[config.mk]
export PLATFORM = sky130hd
export DESIGN_NAME = midpoint_ellipse_point_generator_top
export DESIGN_NICKNAME = d
export VERILOG_FILES = /design/src/rtl/mep_pkg.sv /design/src/rtl/midpoint_ellipse_point_generator_top.sv /design/src/rtl/mep_datapath.sv /design/src/rtl/mep_ctrl.sv
export SDC_FILE = /design/constraint.sdc
export NUM_CORES = 2
export LEC_CHECK = 0
export ABC_CLOCK_PERIOD_IN_PS = 12200
export BUFFER_PORTS_ARGS = -buffer_cell sky130_fd_sc_hd__buf_2
export CAP_MARGIN = 0
export CORE_MARGIN = 10
export CORE_UTILIZATION = 40
export CTS_BUF_LIST = sky130_fd_sc_hd__clkbuf_16
export DETAILED_ROUTE_END_ITERATION = 10
export REMOVE_ABC_BUFFERS = 1
export SETUP_SLACK_MARGIN = 0.05
export SYNTH_ARGS = -nofsm -noshare
export SYNTH_HDL_FRONTEND = slang
export SYNTH_SLANG_ARGS = --single-unit
[constraint.sdc]
create_clock -name i_clk -period 12.2 [get_ports i_clk]
set_input_delay 1.83 -clock i_clk [delete_from_list [all_inputs] [get_ports i_clk]]
set_output_delay 1.83 -clock i_clk [all_outputs]
set_load 0.01 [all_outputs]
[src/rtl/mep_pkg.sv]
// Shared types and constants of the midpoint ellipse point generator.
package mep_pkg;

    localparam int COORD_BITS_DEF  = 11;
    localparam int RADIUS_BITS_DEF = 10;

    // Datapath operations issued by the sequencer.
    typedef enum logic [3:0] {
        OP_NOP       = 4'd0,
        OP_LOAD      = 4'd1,
        OP_SQ_A      = 4'd2,
        OP_SQ_B      = 4'd3,
        OP_GRAD_Y    = 4'd4,
        OP_INIT      = 4'd5,
        OP_EMIT_DONE = 4'd6,
        OP_EMIT_R1   = 4'd7,
        OP_EMIT_R2   = 4'd8,
        OP_DEC_R1    = 4'd9,
        OP_DEC_R2    = 4'd10,
        OP_SW_TX     = 4'd11,
        OP_SW_TY     = 4'd12,
        OP_SW_SBTX   = 4'd13,
        OP_SW_SATY   = 4'd14,
        OP_SW_FIN    = 4'd15
    } t_op;

    // Walk phase.
    typedef enum logic [1:0] {
        PH_DONE = 2'd0,
        PH_R1   = 2'd1,
        PH_R2   = 2'd2
    } t_phase;

    // Sequencer states, one-hot.
    typedef enum logic [10:0] {
        ST_IDLE    = 11'b000_0000_0001,
        ST_SQ_A    = 11'b000_0000_0010,
        ST_SQ_B    = 11'b000_0000_0100,
        ST_GRAD_Y  = 11'b000_0000_1000,
        ST_INIT    = 11'b000_0001_0000,
        ST_STEP    = 11'b000_0010_0000,
        ST_SW_TX   = 11'b000_0100_0000,
        ST_SW_TY   = 11'b000_1000_0000,
        ST_SW_SBTX = 11'b001_0000_0000,
        ST_SW_SATY = 11'b010_0000_0000,
        ST_SW_FIN  = 11'b100_0000_0000
    } t_state;

    typedef struct packed {
        t_op op;
    } t_dp_cmd;

    typedef struct packed {
        logic out_free;   // output register empty or being taken this cycle
        logic dec_ge0;    // decision value is not negative
        logic y_zero;     // vertical offset is zero
        logic gx_gt_gy;   // x-gradient exceeds y-gradient
    } t_dp_status;

endpackage

[src/rtl/midpoint_ellipse_point_generator_top.sv]
// Step request: result registered in the cycle after acceptance; while the walk runs, the decision update
// follows each step before the next request is taken. Start request: no result; the next request is taken
// only after the setup states square-a, square-b, y-gradient and init. A step that moves the walk into region 2
// passes through the switch states, where the one shared multiplier recomputes the decision value over five operations.
// Reset is synchronous and active low; afterwards the walk is finished, and a step
// request returns a result with every field zero until a start request arrives.
module midpoint_ellipse_point_generator_top #(
    parameter int COORD_BITS  = mep_pkg::COORD_BITS_DEF,
    parameter int RADIUS_BITS = mep_pkg::RADIUS_BITS_DEF
) (
    input  logic i_clk,
    input  logic i_rst_n,
    // Request side.
    input  logic i_s_tvalid,
    output logic o_s_tready,
    // Fields from bit 0: center_x, center_y, radius_a, radius_b, zero padding.
    input  logic [((2 * COORD_BITS + 2 * RADIUS_BITS + 7) / 8) * 8 - 1:0] i_s_tdata,
    // cmd: 0 starts a new ellipse, 1 asks for the next point set.
    input  logic i_s_tuser,
    // Result side.
    output logic o_m_tvalid,
    input  logic i_m_tready,
    // Fields from bit 0: px_direct, py_direct, px_mirror_h, py_mirror_h,
    // px_mirror_v, py_mirror_v, px_mirror_both, py_mirror_both.
    output logic [8 * (COORD_BITS + 2) - 1:0] o_m_tdata,
    // point_valid.
    output logic o_m_tuser,
    // last: final point set of the ellipse.
    output logic o_m_tlast
);

    localparam int OB = COORD_BITS + 2;

    // The controller owns the walk phase and sequences the datapath. The datapath
    // holds the walk registers, one multiplier with a registered product, and the
    // output register; a new request is taken only once that register is empty or
    // its result is being taken in the same cycle.
    mep_pkg::t_dp_cmd    dp_cmd;
    mep_pkg::t_dp_status dp_status;

    logic signed [OB-1:0] px_direct, py_direct, px_mirror_h, py_mirror_h;
    logic signed [OB-1:0] px_mirror_v, py_mirror_v, px_mirror_both, py_mirror_both;

    mep_ctrl u_ctrl (
        .i_clk      (i_clk),
        .i_rst_n    (i_rst_n),
        .i_s_tvalid (i_s_tvalid),
        .i_cmd_step (i_s_tuser),
        .i_status   (dp_status),
        .o_s_tready (o_s_tready),
        .o_cmd      (dp_cmd)
    );

    mep_datapath #(
        .COORD_BITS  (COORD_BITS),
        .RADIUS_BITS (RADIUS_BITS)
    ) u_datapath (
        .i_clk            (i_clk),
        .i_rst_n          (i_rst_n),
        .i_cmd            (dp_cmd),
        .i_center_x       (i_s_tdata[COORD_BITS-1:0]),
        .i_center_y       (i_s_tdata[2*COORD_BITS-1:COORD_BITS]),
        .i_radius_a       (i_s_tdata[2*COORD_BITS+RADIUS_BITS-1:2*COORD_BITS]),
        .i_radius_b       (i_s_tdata[2*COORD_BITS+2*RADIUS_BITS-1:2*COORD_BITS+RADIUS_BITS]),
        .i_m_tready       (i_m_tready),
        .o_status         (dp_status),
        .o_out_valid      (o_m_tvalid),
        .o_point_valid    (o_m_tuser),
        .o_last           (o_m_tlast),
        .o_px_direct      (px_direct),
        .o_py_direct      (py_direct),
        .o_px_mirror_h    (px_mirror_h),
        .o_py_mirror_h    (py_mirror_h),
        .o_px_mirror_v    (px_mirror_v),
        .o_py_mirror_v    (py_mirror_v),
        .o_px_mirror_both (px_mirror_both),
        .o_py_mirror_both (py_mirror_both)
    );

    assign o_m_tdata = {py_mirror_both, px_mirror_both, py_mirror_v, px_mirror_v,
                        py_mirror_h, px_mirror_h, py_direct, px_direct};

`ifndef NO_ASSERTIONS
    // A waiting result that is not taken must hold off new requests.
    assert property (@(posedge i_clk) disable iff (!i_rst_n)
        (o_m_tvalid && !i_m_tready) |-> !o_s_tready)
        else $error("request accepted while the output register is blocked");

    // A start request is followed by its setup cycles.
    assert property (@(posedge i_clk) disable iff (!i_rst_n)
        (i_s_tvalid && o_s_tready && !i_s_tuser) |=> !o_s_tready)
        else $error("request accepted during ellipse setup");

    // Every step request puts a result in the output register on the next cycle.
    assert property (@(posedge i_clk) disable iff (!i_rst_n)
        (i_s_tvalid && o_s_tready && i_s_tuser) |=> o_m_tvalid)
        else $error("step request produced no result");

    // The final point set is always a real one.
    assert property (@(posedge i_clk) disable iff (!i_rst_n)
        (o_m_tvalid && o_m_tlast) |-> o_m_tuser)
        else $error("last flag on a result without valid points");
`endif

endmodule

[src/rtl/mep_datapath.sv]
// Datapath of the ellipse generator: walk registers, shared multiplier, output register.
module mep_datapath #(
    parameter int COORD_BITS  = mep_pkg::COORD_BITS_DEF,
    parameter int RADIUS_BITS = mep_pkg::RADIUS_BITS_DEF
) (
    input  logic                           i_clk,
    input  logic                           i_rst_n,
    input  mep_pkg::t_dp_cmd               i_cmd,
    input  logic [COORD_BITS-1:0]          i_center_x,
    input  logic [COORD_BITS-1:0]          i_center_y,
    input  logic [RADIUS_BITS-1:0]         i_radius_a,
    input  logic [RADIUS_BITS-1:0]         i_radius_b,
    input  logic                           i_m_tready,
    output mep_pkg::t_dp_status            o_status,
    output logic                           o_out_valid,
    output logic                           o_point_valid,
    output logic                           o_last,
    output logic signed [COORD_BITS+1:0]   o_px_direct,
    output logic signed [COORD_BITS+1:0]   o_py_direct,
    output logic signed [COORD_BITS+1:0]   o_px_mirror_h,
    output logic signed [COORD_BITS+1:0]   o_py_mirror_h,
    output logic signed [COORD_BITS+1:0]   o_px_mirror_v,
    output logic signed [COORD_BITS+1:0]   o_py_mirror_v,
    output logic signed [COORD_BITS+1:0]   o_px_mirror_both,
    output logic signed [COORD_BITS+1:0]   o_py_mirror_both
);

    localparam int SQ_W = 2 * RADIUS_BITS;
    localparam int X_W  = RADIUS_BITS + 2;
    localparam int Y_W  = RADIUS_BITS + 2;
    localparam int G_W  = 3 * RADIUS_BITS + 4;
    localparam int D_W  = 4 * RADIUS_BITS + 8;
    localparam int M_W  = 2 * RADIUS_BITS + 6;
    localparam int P_W  = 2 * M_W;
    localparam int OB   = COORD_BITS + 2;
    localparam int EW   = ((COORD_BITS > RADIUS_BITS) ? COORD_BITS : RADIUS_BITS) + 4;

    logic [COORD_BITS-1:0]  r_cx, n_cx;
    logic [COORD_BITS-1:0]  r_cy, n_cy;
    logic [RADIUS_BITS-1:0] r_ra, n_ra;
    logic [X_W-1:0]         r_x, n_x;
    logic signed [Y_W-1:0]  r_y, n_y;
    logic signed [G_W-1:0]  r_gx, n_gx;
    logic signed [G_W-1:0]  r_gy, n_gy;
    logic signed [D_W-1:0]  r_dec, n_dec;
    logic [SQ_W-1:0]        r_sa, n_sa;
    logic [SQ_W-1:0]        r_sb, n_sb;
    logic signed [M_W-1:0]  r_tmp, n_tmp;
    logic signed [P_W-1:0]  r_prod;
    logic                   r_dflag, n_dflag;

    logic                   r_out_valid, n_out_valid;
    logic                   r_point_valid, n_point_valid;
    logic                   r_last, n_last;
    logic signed [OB-1:0]   r_xr, n_xr;
    logic signed [OB-1:0]   r_xl, n_xl;
    logic signed [OB-1:0]   r_yd, n_yd;
    logic signed [OB-1:0]   r_yu, n_yu;

    logic signed [M_W-1:0]  mul_a;
    logic signed [M_W-1:0]  mul_b;
    logic signed [P_W-1:0]  mul_p;

    logic signed [G_W-1:0]  sa_g, sb_g, prod_g, step_sum;
    logic signed [D_W-1:0]  sa_d, sb_d, prod_d;
    logic signed [M_W-1:0]  sa_m, sb_m, ra_m, y_m, tx_m, ty_m;
    logic signed [EW-1:0]   cx_e, cy_e, x_e, y_e;
    logic                   dec_ge0, dec_le0, y_zero;

    assign sa_g   = $signed(G_W'(r_sa));
    assign sb_g   = $signed(G_W'(r_sb));
    assign prod_g = G_W'(r_prod);
    assign sa_d   = $signed(D_W'(r_sa));
    assign sb_d   = $signed(D_W'(r_sb));
    assign prod_d = D_W'(r_prod);
    assign sa_m   = $signed(M_W'(r_sa));
    assign sb_m   = $signed(M_W'(r_sb));
    assign ra_m   = $signed(M_W'(r_ra));
    assign y_m    = M_W'(r_y);
    assign tx_m   = $signed(M_W'({r_x, 1'b1}));
    assign ty_m   = y_m - M_W'(1);

    assign cx_e = $signed(EW'(r_cx));
    assign cy_e = $signed(EW'(r_cy));
    assign x_e  = $signed(EW'(r_x));
    assign y_e  = EW'(r_y);

    assign dec_ge0 = !r_dec[D_W-1];
    assign dec_le0 = r_dec[D_W-1] || (r_dec == '0);
    assign y_zero  = (r_y == '0);

    // Multiplier operand selection; the product is always registered.
    always_comb begin
        mul_a = '0;
        mul_b = '0;
        case (i_cmd.op)
            mep_pkg::OP_SQ_A: begin
                mul_a = ra_m;
                mul_b = ra_m;
            end
            mep_pkg::OP_SQ_B: begin
                mul_a = y_m;
                mul_b = y_m;
            end
            mep_pkg::OP_GRAD_Y: begin
                mul_a = sa_m;
                mul_b = y_m;
            end
            mep_pkg::OP_SW_TX: begin
                mul_a = tx_m;
                mul_b = tx_m;
            end
            mep_pkg::OP_SW_TY: begin
                mul_a = ty_m;
                mul_b = ty_m;
            end
            mep_pkg::OP_SW_SBTX: begin
                mul_a = sb_m;
                mul_b = r_tmp;
            end
            mep_pkg::OP_SW_SATY: begin
                mul_a = sa_m;
                mul_b = r_tmp;
            end
            default: begin
                mul_a = '0;
                mul_b = '0;
            end
        endcase
    end

    assign mul_p = mul_a * mul_b;

    // Gradient-side sum of the decision update.
    always_comb begin
        if (i_cmd.op == mep_pkg::OP_DEC_R1) begin
            step_sum = r_gx + sb_g - (r_dflag ? r_gy : '0);
        end else begin
            step_sum = (r_dflag ? r_gx : '0) - r_gy + sa_g;
        end
    end

    always_comb begin
        n_cx          = r_cx;
        n_cy          = r_cy;
        n_ra          = r_ra;
        n_x           = r_x;
        n_y           = r_y;
        n_gx          = r_gx;
        n_gy          = r_gy;
        n_dec         = r_dec;
        n_sa          = r_sa;
        n_sb          = r_sb;
        n_tmp         = r_tmp;
        n_dflag       = r_dflag;
        n_out_valid   = r_out_valid && !i_m_tready;
        n_point_valid = r_point_valid;
        n_last        = r_last;
        n_xr          = r_xr;
        n_xl          = r_xl;
        n_yd          = r_yd;
        n_yu          = r_yu;
        unique case (i_cmd.op)
            mep_pkg::OP_NOP: begin
            end
            mep_pkg::OP_LOAD: begin
                n_cx = i_center_x;
                n_cy = i_center_y;
                n_ra = i_radius_a;
                n_x  = '0;
                n_y  = $signed(Y_W'(i_radius_b));
                n_gx = '0;
            end
            mep_pkg::OP_SQ_A: begin
            end
            mep_pkg::OP_SQ_B: begin
                n_sa = SQ_W'(r_prod);
            end
            mep_pkg::OP_GRAD_Y: begin
                n_sb = SQ_W'(r_prod);
            end
            mep_pkg::OP_INIT: begin
                n_gy  = prod_g <<< 1;
                n_dec = (sb_d <<< 2) - (prod_d <<< 2) + sa_d;
            end
            mep_pkg::OP_EMIT_DONE: begin
                n_out_valid   = 1'b1;
                n_point_valid = 1'b0;
                n_last        = 1'b0;
                n_xr          = '0;
                n_xl          = '0;
                n_yd          = '0;
                n_yu          = '0;
            end
            mep_pkg::OP_EMIT_R1: begin
                n_out_valid   = 1'b1;
                n_point_valid = 1'b1;
                n_last        = y_zero && dec_ge0;
                n_xr          = OB'(cx_e + x_e);
                n_xl          = OB'(cx_e - x_e);
                n_yd          = OB'(cy_e + y_e);
                n_yu          = OB'(cy_e - y_e);
                n_dflag       = dec_ge0;
                n_x           = r_x + X_W'(1);
                n_gx          = r_gx + (sb_g <<< 1);
                if (dec_ge0) begin
                    n_y  = r_y - Y_W'(1);
                    n_gy = r_gy - (sa_g <<< 1);
                end
            end
            mep_pkg::OP_EMIT_R2: begin
                n_out_valid   = 1'b1;
                n_point_valid = 1'b1;
                n_last        = y_zero;
                n_xr          = OB'(cx_e + x_e);
                n_xl          = OB'(cx_e - x_e);
                n_yd          = OB'(cy_e + y_e);
                n_yu          = OB'(cy_e - y_e);
                n_dflag       = dec_le0;
                n_y           = r_y - Y_W'(1);
                n_gy          = r_gy - (sa_g <<< 1);
                if (dec_le0) begin
                    n_x  = r_x + X_W'(1);
                    n_gx = r_gx + (sb_g <<< 1);
                end
            end
            mep_pkg::OP_DEC_R1, mep_pkg::OP_DEC_R2: begin
                n_dec = r_dec + (D_W'(step_sum) <<< 2);
            end
            mep_pkg::OP_SW_TX: begin
            end
            mep_pkg::OP_SW_TY: begin
                n_tmp = M_W'(r_prod);
            end
            mep_pkg::OP_SW_SBTX: begin
                n_tmp = M_W'(r_prod) - sb_m;
            end
            mep_pkg::OP_SW_SATY: begin
                n_dec = prod_d;
            end
            mep_pkg::OP_SW_FIN: begin
                n_dec = r_dec + (prod_d <<< 2);
            end
            default: begin
            end
        endcase
    end

    always_ff @(posedge i_clk) begin
        if (!i_rst_n) begin
            r_out_valid <= 1'b0;
        end else begin
            r_out_valid <= n_out_valid;
        end
    end

    always_ff @(posedge i_clk) begin
        r_cx          <= n_cx;
        r_cy          <= n_cy;
        r_ra          <= n_ra;
        r_x           <= n_x;
        r_y           <= n_y;
        r_gx          <= n_gx;
        r_gy          <= n_gy;
        r_dec         <= n_dec;
        r_sa          <= n_sa;
        r_sb          <= n_sb;
        r_tmp         <= n_tmp;
        r_prod        <= mul_p;
        r_dflag       <= n_dflag;
        r_point_valid <= n_point_valid;
        r_last        <= n_last;
        r_xr          <= n_xr;
        r_xl          <= n_xl;
        r_yd          <= n_yd;
        r_yu          <= n_yu;
    end

    assign o_status.out_free = !r_out_valid || i_m_tready;
    assign o_status.dec_ge0  = dec_ge0;
    assign o_status.y_zero   = y_zero;
    assign o_status.gx_gt_gy = (r_gx > r_gy);

    assign o_out_valid      = r_out_valid;
    assign o_point_valid    = r_point_valid;
    assign o_last           = r_last;
    assign o_px_direct      = r_xr;
    assign o_py_direct      = r_yd;
    assign o_px_mirror_h    = r_xl;
    assign o_py_mirror_h    = r_yd;
    assign o_px_mirror_v    = r_xr;
    assign o_py_mirror_v    = r_yu;
    assign o_px_mirror_both = r_xl;
    assign o_py_mirror_both = r_yu;

endmodule

[src/rtl/mep_ctrl.sv]
// Sequencer of the ellipse generator: walk phase and datapath operation control.
module mep_ctrl (
    input  logic                 i_clk,
    input  logic                 i_rst_n,
    input  logic                 i_s_tvalid,
    input  logic                 i_cmd_step,
    input  mep_pkg::t_dp_status  i_status,
    output logic                 o_s_tready,
    output mep_pkg::t_dp_cmd     o_cmd
);

    mep_pkg::t_state r_state, n_state;
    mep_pkg::t_phase r_phase, n_phase;
    logic            r_fin, n_fin;
    logic            accept;

    assign o_s_tready = (r_state == mep_pkg::ST_IDLE) && i_status.out_free;
    assign accept     = i_s_tvalid && o_s_tready;

    always_comb begin
        n_state  = r_state;
        n_phase  = r_phase;
        n_fin    = r_fin;
        o_cmd.op = mep_pkg::OP_NOP;
        unique case (r_state)
            mep_pkg::ST_IDLE: begin
                if (accept && !i_cmd_step) begin
                    o_cmd.op = mep_pkg::OP_LOAD;
                    n_state  = mep_pkg::ST_SQ_A;
                end else if (accept) begin
                    case (r_phase)
                        mep_pkg::PH_R1: begin
                            o_cmd.op = mep_pkg::OP_EMIT_R1;
                            n_fin    = i_status.y_zero && i_status.dec_ge0;
                            n_state  = mep_pkg::ST_STEP;
                        end
                        mep_pkg::PH_R2: begin
                            o_cmd.op = mep_pkg::OP_EMIT_R2;
                            n_fin    = i_status.y_zero;
                            n_state  = mep_pkg::ST_STEP;
                        end
                        default: begin
                            o_cmd.op = mep_pkg::OP_EMIT_DONE;
                        end
                    endcase
                end
            end
            mep_pkg::ST_SQ_A: begin
                o_cmd.op = mep_pkg::OP_SQ_A;
                n_state  = mep_pkg::ST_SQ_B;
            end
            mep_pkg::ST_SQ_B: begin
                o_cmd.op = mep_pkg::OP_SQ_B;
                n_state  = mep_pkg::ST_GRAD_Y;
            end
            mep_pkg::ST_GRAD_Y: begin
                o_cmd.op = mep_pkg::OP_GRAD_Y;
                n_state  = mep_pkg::ST_INIT;
            end
            mep_pkg::ST_INIT: begin
                o_cmd.op = mep_pkg::OP_INIT;
                n_phase  = mep_pkg::PH_R1;
                n_state  = mep_pkg::ST_IDLE;
            end
            mep_pkg::ST_STEP: begin
                o_cmd.op = (r_phase == mep_pkg::PH_R1) ? mep_pkg::OP_DEC_R1
                                                        : mep_pkg::OP_DEC_R2;
                n_state  = mep_pkg::ST_IDLE;
                if (r_fin) begin
                    n_phase = mep_pkg::PH_DONE;
                end else if ((r_phase == mep_pkg::PH_R1) && i_status.gx_gt_gy) begin
                    n_state = mep_pkg::ST_SW_TX;
                end
            end
            mep_pkg::ST_SW_TX: begin
                o_cmd.op = mep_pkg::OP_SW_TX;
                n_state  = mep_pkg::ST_SW_TY;
            end
            mep_pkg::ST_SW_TY: begin
                o_cmd.op = mep_pkg::OP_SW_TY;
                n_state  = mep_pkg::ST_SW_SBTX;
            end
            mep_pkg::ST_SW_SBTX: begin
                o_cmd.op = mep_pkg::OP_SW_SBTX;
                n_state  = mep_pkg::ST_SW_SATY;
            end
            mep_pkg::ST_SW_SATY: begin
                o_cmd.op = mep_pkg::OP_SW_SATY;
                n_state  = mep_pkg::ST_SW_FIN;
            end
            mep_pkg::ST_SW_FIN: begin
                o_cmd.op = mep_pkg::OP_SW_FIN;
                n_phase  = mep_pkg::PH_R2;
                n_state  = mep_pkg::ST_IDLE;
            end
            default: begin
                n_state = mep_pkg::ST_IDLE;
            end
        endcase
    end

    always_ff @(posedge i_clk) begin
        if (!i_rst_n) begin
            r_state <= mep_pkg::ST_IDLE;
            r_phase <= mep_pkg::PH_DONE;
            r_fin   <= 1'b0;
        end else begin
            r_state <= n_state;
            r_phase <= n_phase;
            r_fin   <= n_fin;
        end
    end

endmodule
==> impl_metrics.tcl <==
set metrics [dict create \
    outcome "finished, final reports clean" \
    row_count 130 \
    dr.pass1.iters 6 \
    drv_slew 0 \
    syn2layout_area_growth_pct 7.832 \
    cts.path.max_buffers 3 \
    synth_fa_ha_area_share_pct 37.78 \
    critPathLaunchType "input pin" \
    regArea_um2 9940 \
    start_util_pct 40.17 \
    grt_pass1_wl_mm 236.0 \
    vias 39493 \
    worstMarginPinSlew_ns 1.259 \
    path_max_fanout 19 \
    die-area_um2 140400 \
    finClkSkew_ns 0.02880 \
    port_buffers 154 \
    synth-edff-count 289 \
    slew_headroom_pct 15.28 \
    min_path_type "reg -> reg" \
    path_common_cell "fa_1" \
    fmax_mhz 89.68 \
    clkTransAtPathRegs_ns 0.06 \
    totalPowerFinal_mw 2.910 \
    yosysUniqueCellTypes 88 \
    hold_ws_ns 0.5009 \
    core_area_um2 125200 \
    fill_cells 12400 \
    dieWidth_um 374.6 \
    post-cts-setup-buffers 0 \
    async_flop_share_pct 0 \
    min_period_over_period_pct 91.40 \
    post_route_cells_drive_above_1_share_pct 7.182 \
    syn_area_per_cell_um2 9.040 \
    leakage_nw 26.17 \
    rrSetupSlack_ns 1.26 \
    dp_hpwl_mm 127.6 \
    drt_wl_total_mm 153.0 \
    cp_data_required_time_ns 12.66 \
    grtUsageTotal_pct 21.39 \
    numCtsBuffers 41 \
    hold_violations 0 \
    cts_tree "yes" \
    ys.flop_type "edfxtp_1" \
    clk_latency_ns 0.60 \
    drt-wirelength-per-cell_um 20.90 \
    r2r_cells 35 \
    holdPathEnd "u_ctrl.r_phase[0]" \
    critPathCaptureType "register" \
    finalSetupTns_ns 0 \
    synth_xor_area_share_pct 5.449 \
    maxCapViolCount 0 \
    cts_root_buffer "clkbuf_16" \
    synth_top_family_by_area "adder cells" \
    nNetsFinal 6808 \
    synthSimpleGateAreaFrac_pct 13.85 \
    ant_nets 0 \
    cts_resized 0 \
    cts.hold.buffers_added 0 \
    clock-sinks 352 \
    multi_input_area_um2 35710 \
    synthMuxAreaShare_pct 0.2462 \
    grt_remaining_overflow 0 \
    synth_compound_area_share_pct 13.56 \
    power_density_nw_per_um2 53.64 \
    rsz0062_at_grt "false" \
    drc 0 \
    grt_pass1_vias 39675 \
    ys_ff_latch 352 \
    vias_per_cell 5.396 \
    cp.arrival_ns 11.61 \
    r2r_end "u_datapath.r_prod[47]" \
    cpLargestDelayFamily "adder cells" \
    setup_viol 0 \
    antenna_found_initial 1 \
    die_h_um 374.6 \
    path_class "in -> reg" \
    worst-path-buf-inv 7 \
    gp_congestion 0.9657 \
    ys.warnings.count 0 \
    peakVddDrop_uv 78.04 \
    period_needed_ns 11.15 \
    hp-start "u_ctrl.r_phase[0]" \
    fin_ws_ns 1.049 \
    htree_levels 2 \
    ys_seq_area_share_pct 19.76 \
    first_iter_violations 3247 \
    pre_cts_slack_ns 0.6266 \
    critPathSlowestCell "fa_1" \
    grt_max_degree 98 \
    slowest_delay_ns 0.57 \
    hold-path-cell-count 2 \
    netlist_area_um2 50310 \
    regToRegStartpoint "u_ctrl.r_state[2]" \
    ios 161 \
    netlist_instances 5565 \
]
-- worst min-delay path: stages (launching register included) --
cell and delay, ns:
dfxtp_1 0.33, nand3_1 0.07, a21oi_1 0.06
-- worst max-delay path by stage --
stage / slack (ns) / startpoint / cells past startpoint / endpoint
floorplan: 1.13 / i_m_tready / 32 / u_datapath.r_prod[47]
global placement: 0.71 / i_m_tready / 37 / u_datapath.r_prod[47]
detailed placement: 0.63 / i_m_tready / 37 / u_datapath.r_prod[47]
CTS: 1.25 / i_m_tready / 37 / u_datapath.r_prod[47]
finish: 1.05 / i_m_tready / 36 / u_datapath.r_prod[47]
global route: 0.66 / i_m_tready / 37 / u_datapath.r_prod[47]
-- state kept, by name, indices dropped and copies added, names as in the netlist, 12 cells and up --
register and flops:
u_datapath.r_dec 48, u_datapath.r_prod 48, u_datapath.r_gx 33, u_datapath.r_gy 33, u_datapath.r_tmp 26, u_datapath.r_sa 20
u_datapath.r_sb 20, u_datapath.o_px_direct 13, u_datapath.o_py_direct 13, u_datapath.o_px_mirror_both 12, u_datapath.o_py_mirror_both 12, u_datapath.r_x 12
u_datapath.r_y 12
-- per-layer routing --
| layer | GRT usage, % | vias up | wire length, µm |
|---|---|---|---|
| li1 | - | 18356 | - |
| met1 | 30.43 | 19677 | 69020 |
| met2 | 34.61 | 1295 | 69280 |
| met3 | 2.443 | 163 | 10820 |
| met4 | 5.091 | 2 | 3836 |
| met5 | 0 | - | 14 |
-- report_power, final --
group / internal, mW / switching, mW
Clock: 0.683 / 0.539
Sequential: 1.31 / 0.0203
Combinational: 0.144 / 0.209
-- cells in the mapped netlist, types with 43 or more instances --
library cell,instances,area (µm²)
a21o_1,161,1209
dfxtp_1,63,1261
nand2b_1,48,300.3
o21ai_0,219,1096
fa_1,665,13310
buf_4,56,420.4
nand3_1,68,340.3
nor3_1,74,370.4
nand2_1,563,2113
clkbuf_1,153,574.3
xnor2_1,195,1708
o21a_1,43,322.8
edfxtp_1,289,8678
a21oi_1,291,1456
ha_1,455,5693
xor2_1,118,1033
and2_1,65,406.6
inv_1,927,3480
nor2_1,494,1854
nor2b_1,47,294.0
-- cell families (layout without fill, tap and decap cells) --
group           Yosys count  after routing
simple gates           1545           1545
buf+inv                1184           1286
compound gates         1039           1039
flops                   352            352
other cells               0              2
fa+ha+maj              1120           1120
xor+xnor                313            313
mux                      12             12
-- placed cells by master, fill, tap and decap left out, drive strengths merged, types with 33 or more instances in the layout --
master	netlist	routed
clkbuf	153	43
nand3	68	68
nor4	34	34
xor2	118	118
a21oi	299	299
o21bai	33	33
a211oi	35	35
a21o	161	161
and3	37	37
nor2	495	495
xnor2	195	195
nor2b	47	47
inv	927	941
dfxtp	63	63
nor3	75	75
buf	102	282
a221o	37	37
edfxtp	289	289
o21ai	221	221
and2	67	67
ha	455	455
o21a	43	43
nand2	564	564
fa	665	665
nand2b	48	48
-- area by class of cell --
cell class / count / share of cell area (%)
Multi-Input combinational cell: 4029 / 65.83
Sequential cell: 352 / 18.32
Inverter: 929 / 6.428
Tap cell: 1650 / 3.806
Timing Repair Buffer: 282 / 3.215
Clock buffer: 43 / 1.984
Clock inverter: 32 / 0.4036
Antenna cell: 2 / 0.009226
-- per-stage QoR --
stage	util (%)	cell area, µm²	cells
global placement	42.27	52950	7242
detailed placement	42.27	52950	7242
floorplan	-	49090	5310
global route	43.31	54240	7317
CTS	43.31	54240	7317
finish	43.31	54250	7319
Note: power is estimated with default switching activity, not from simulation.
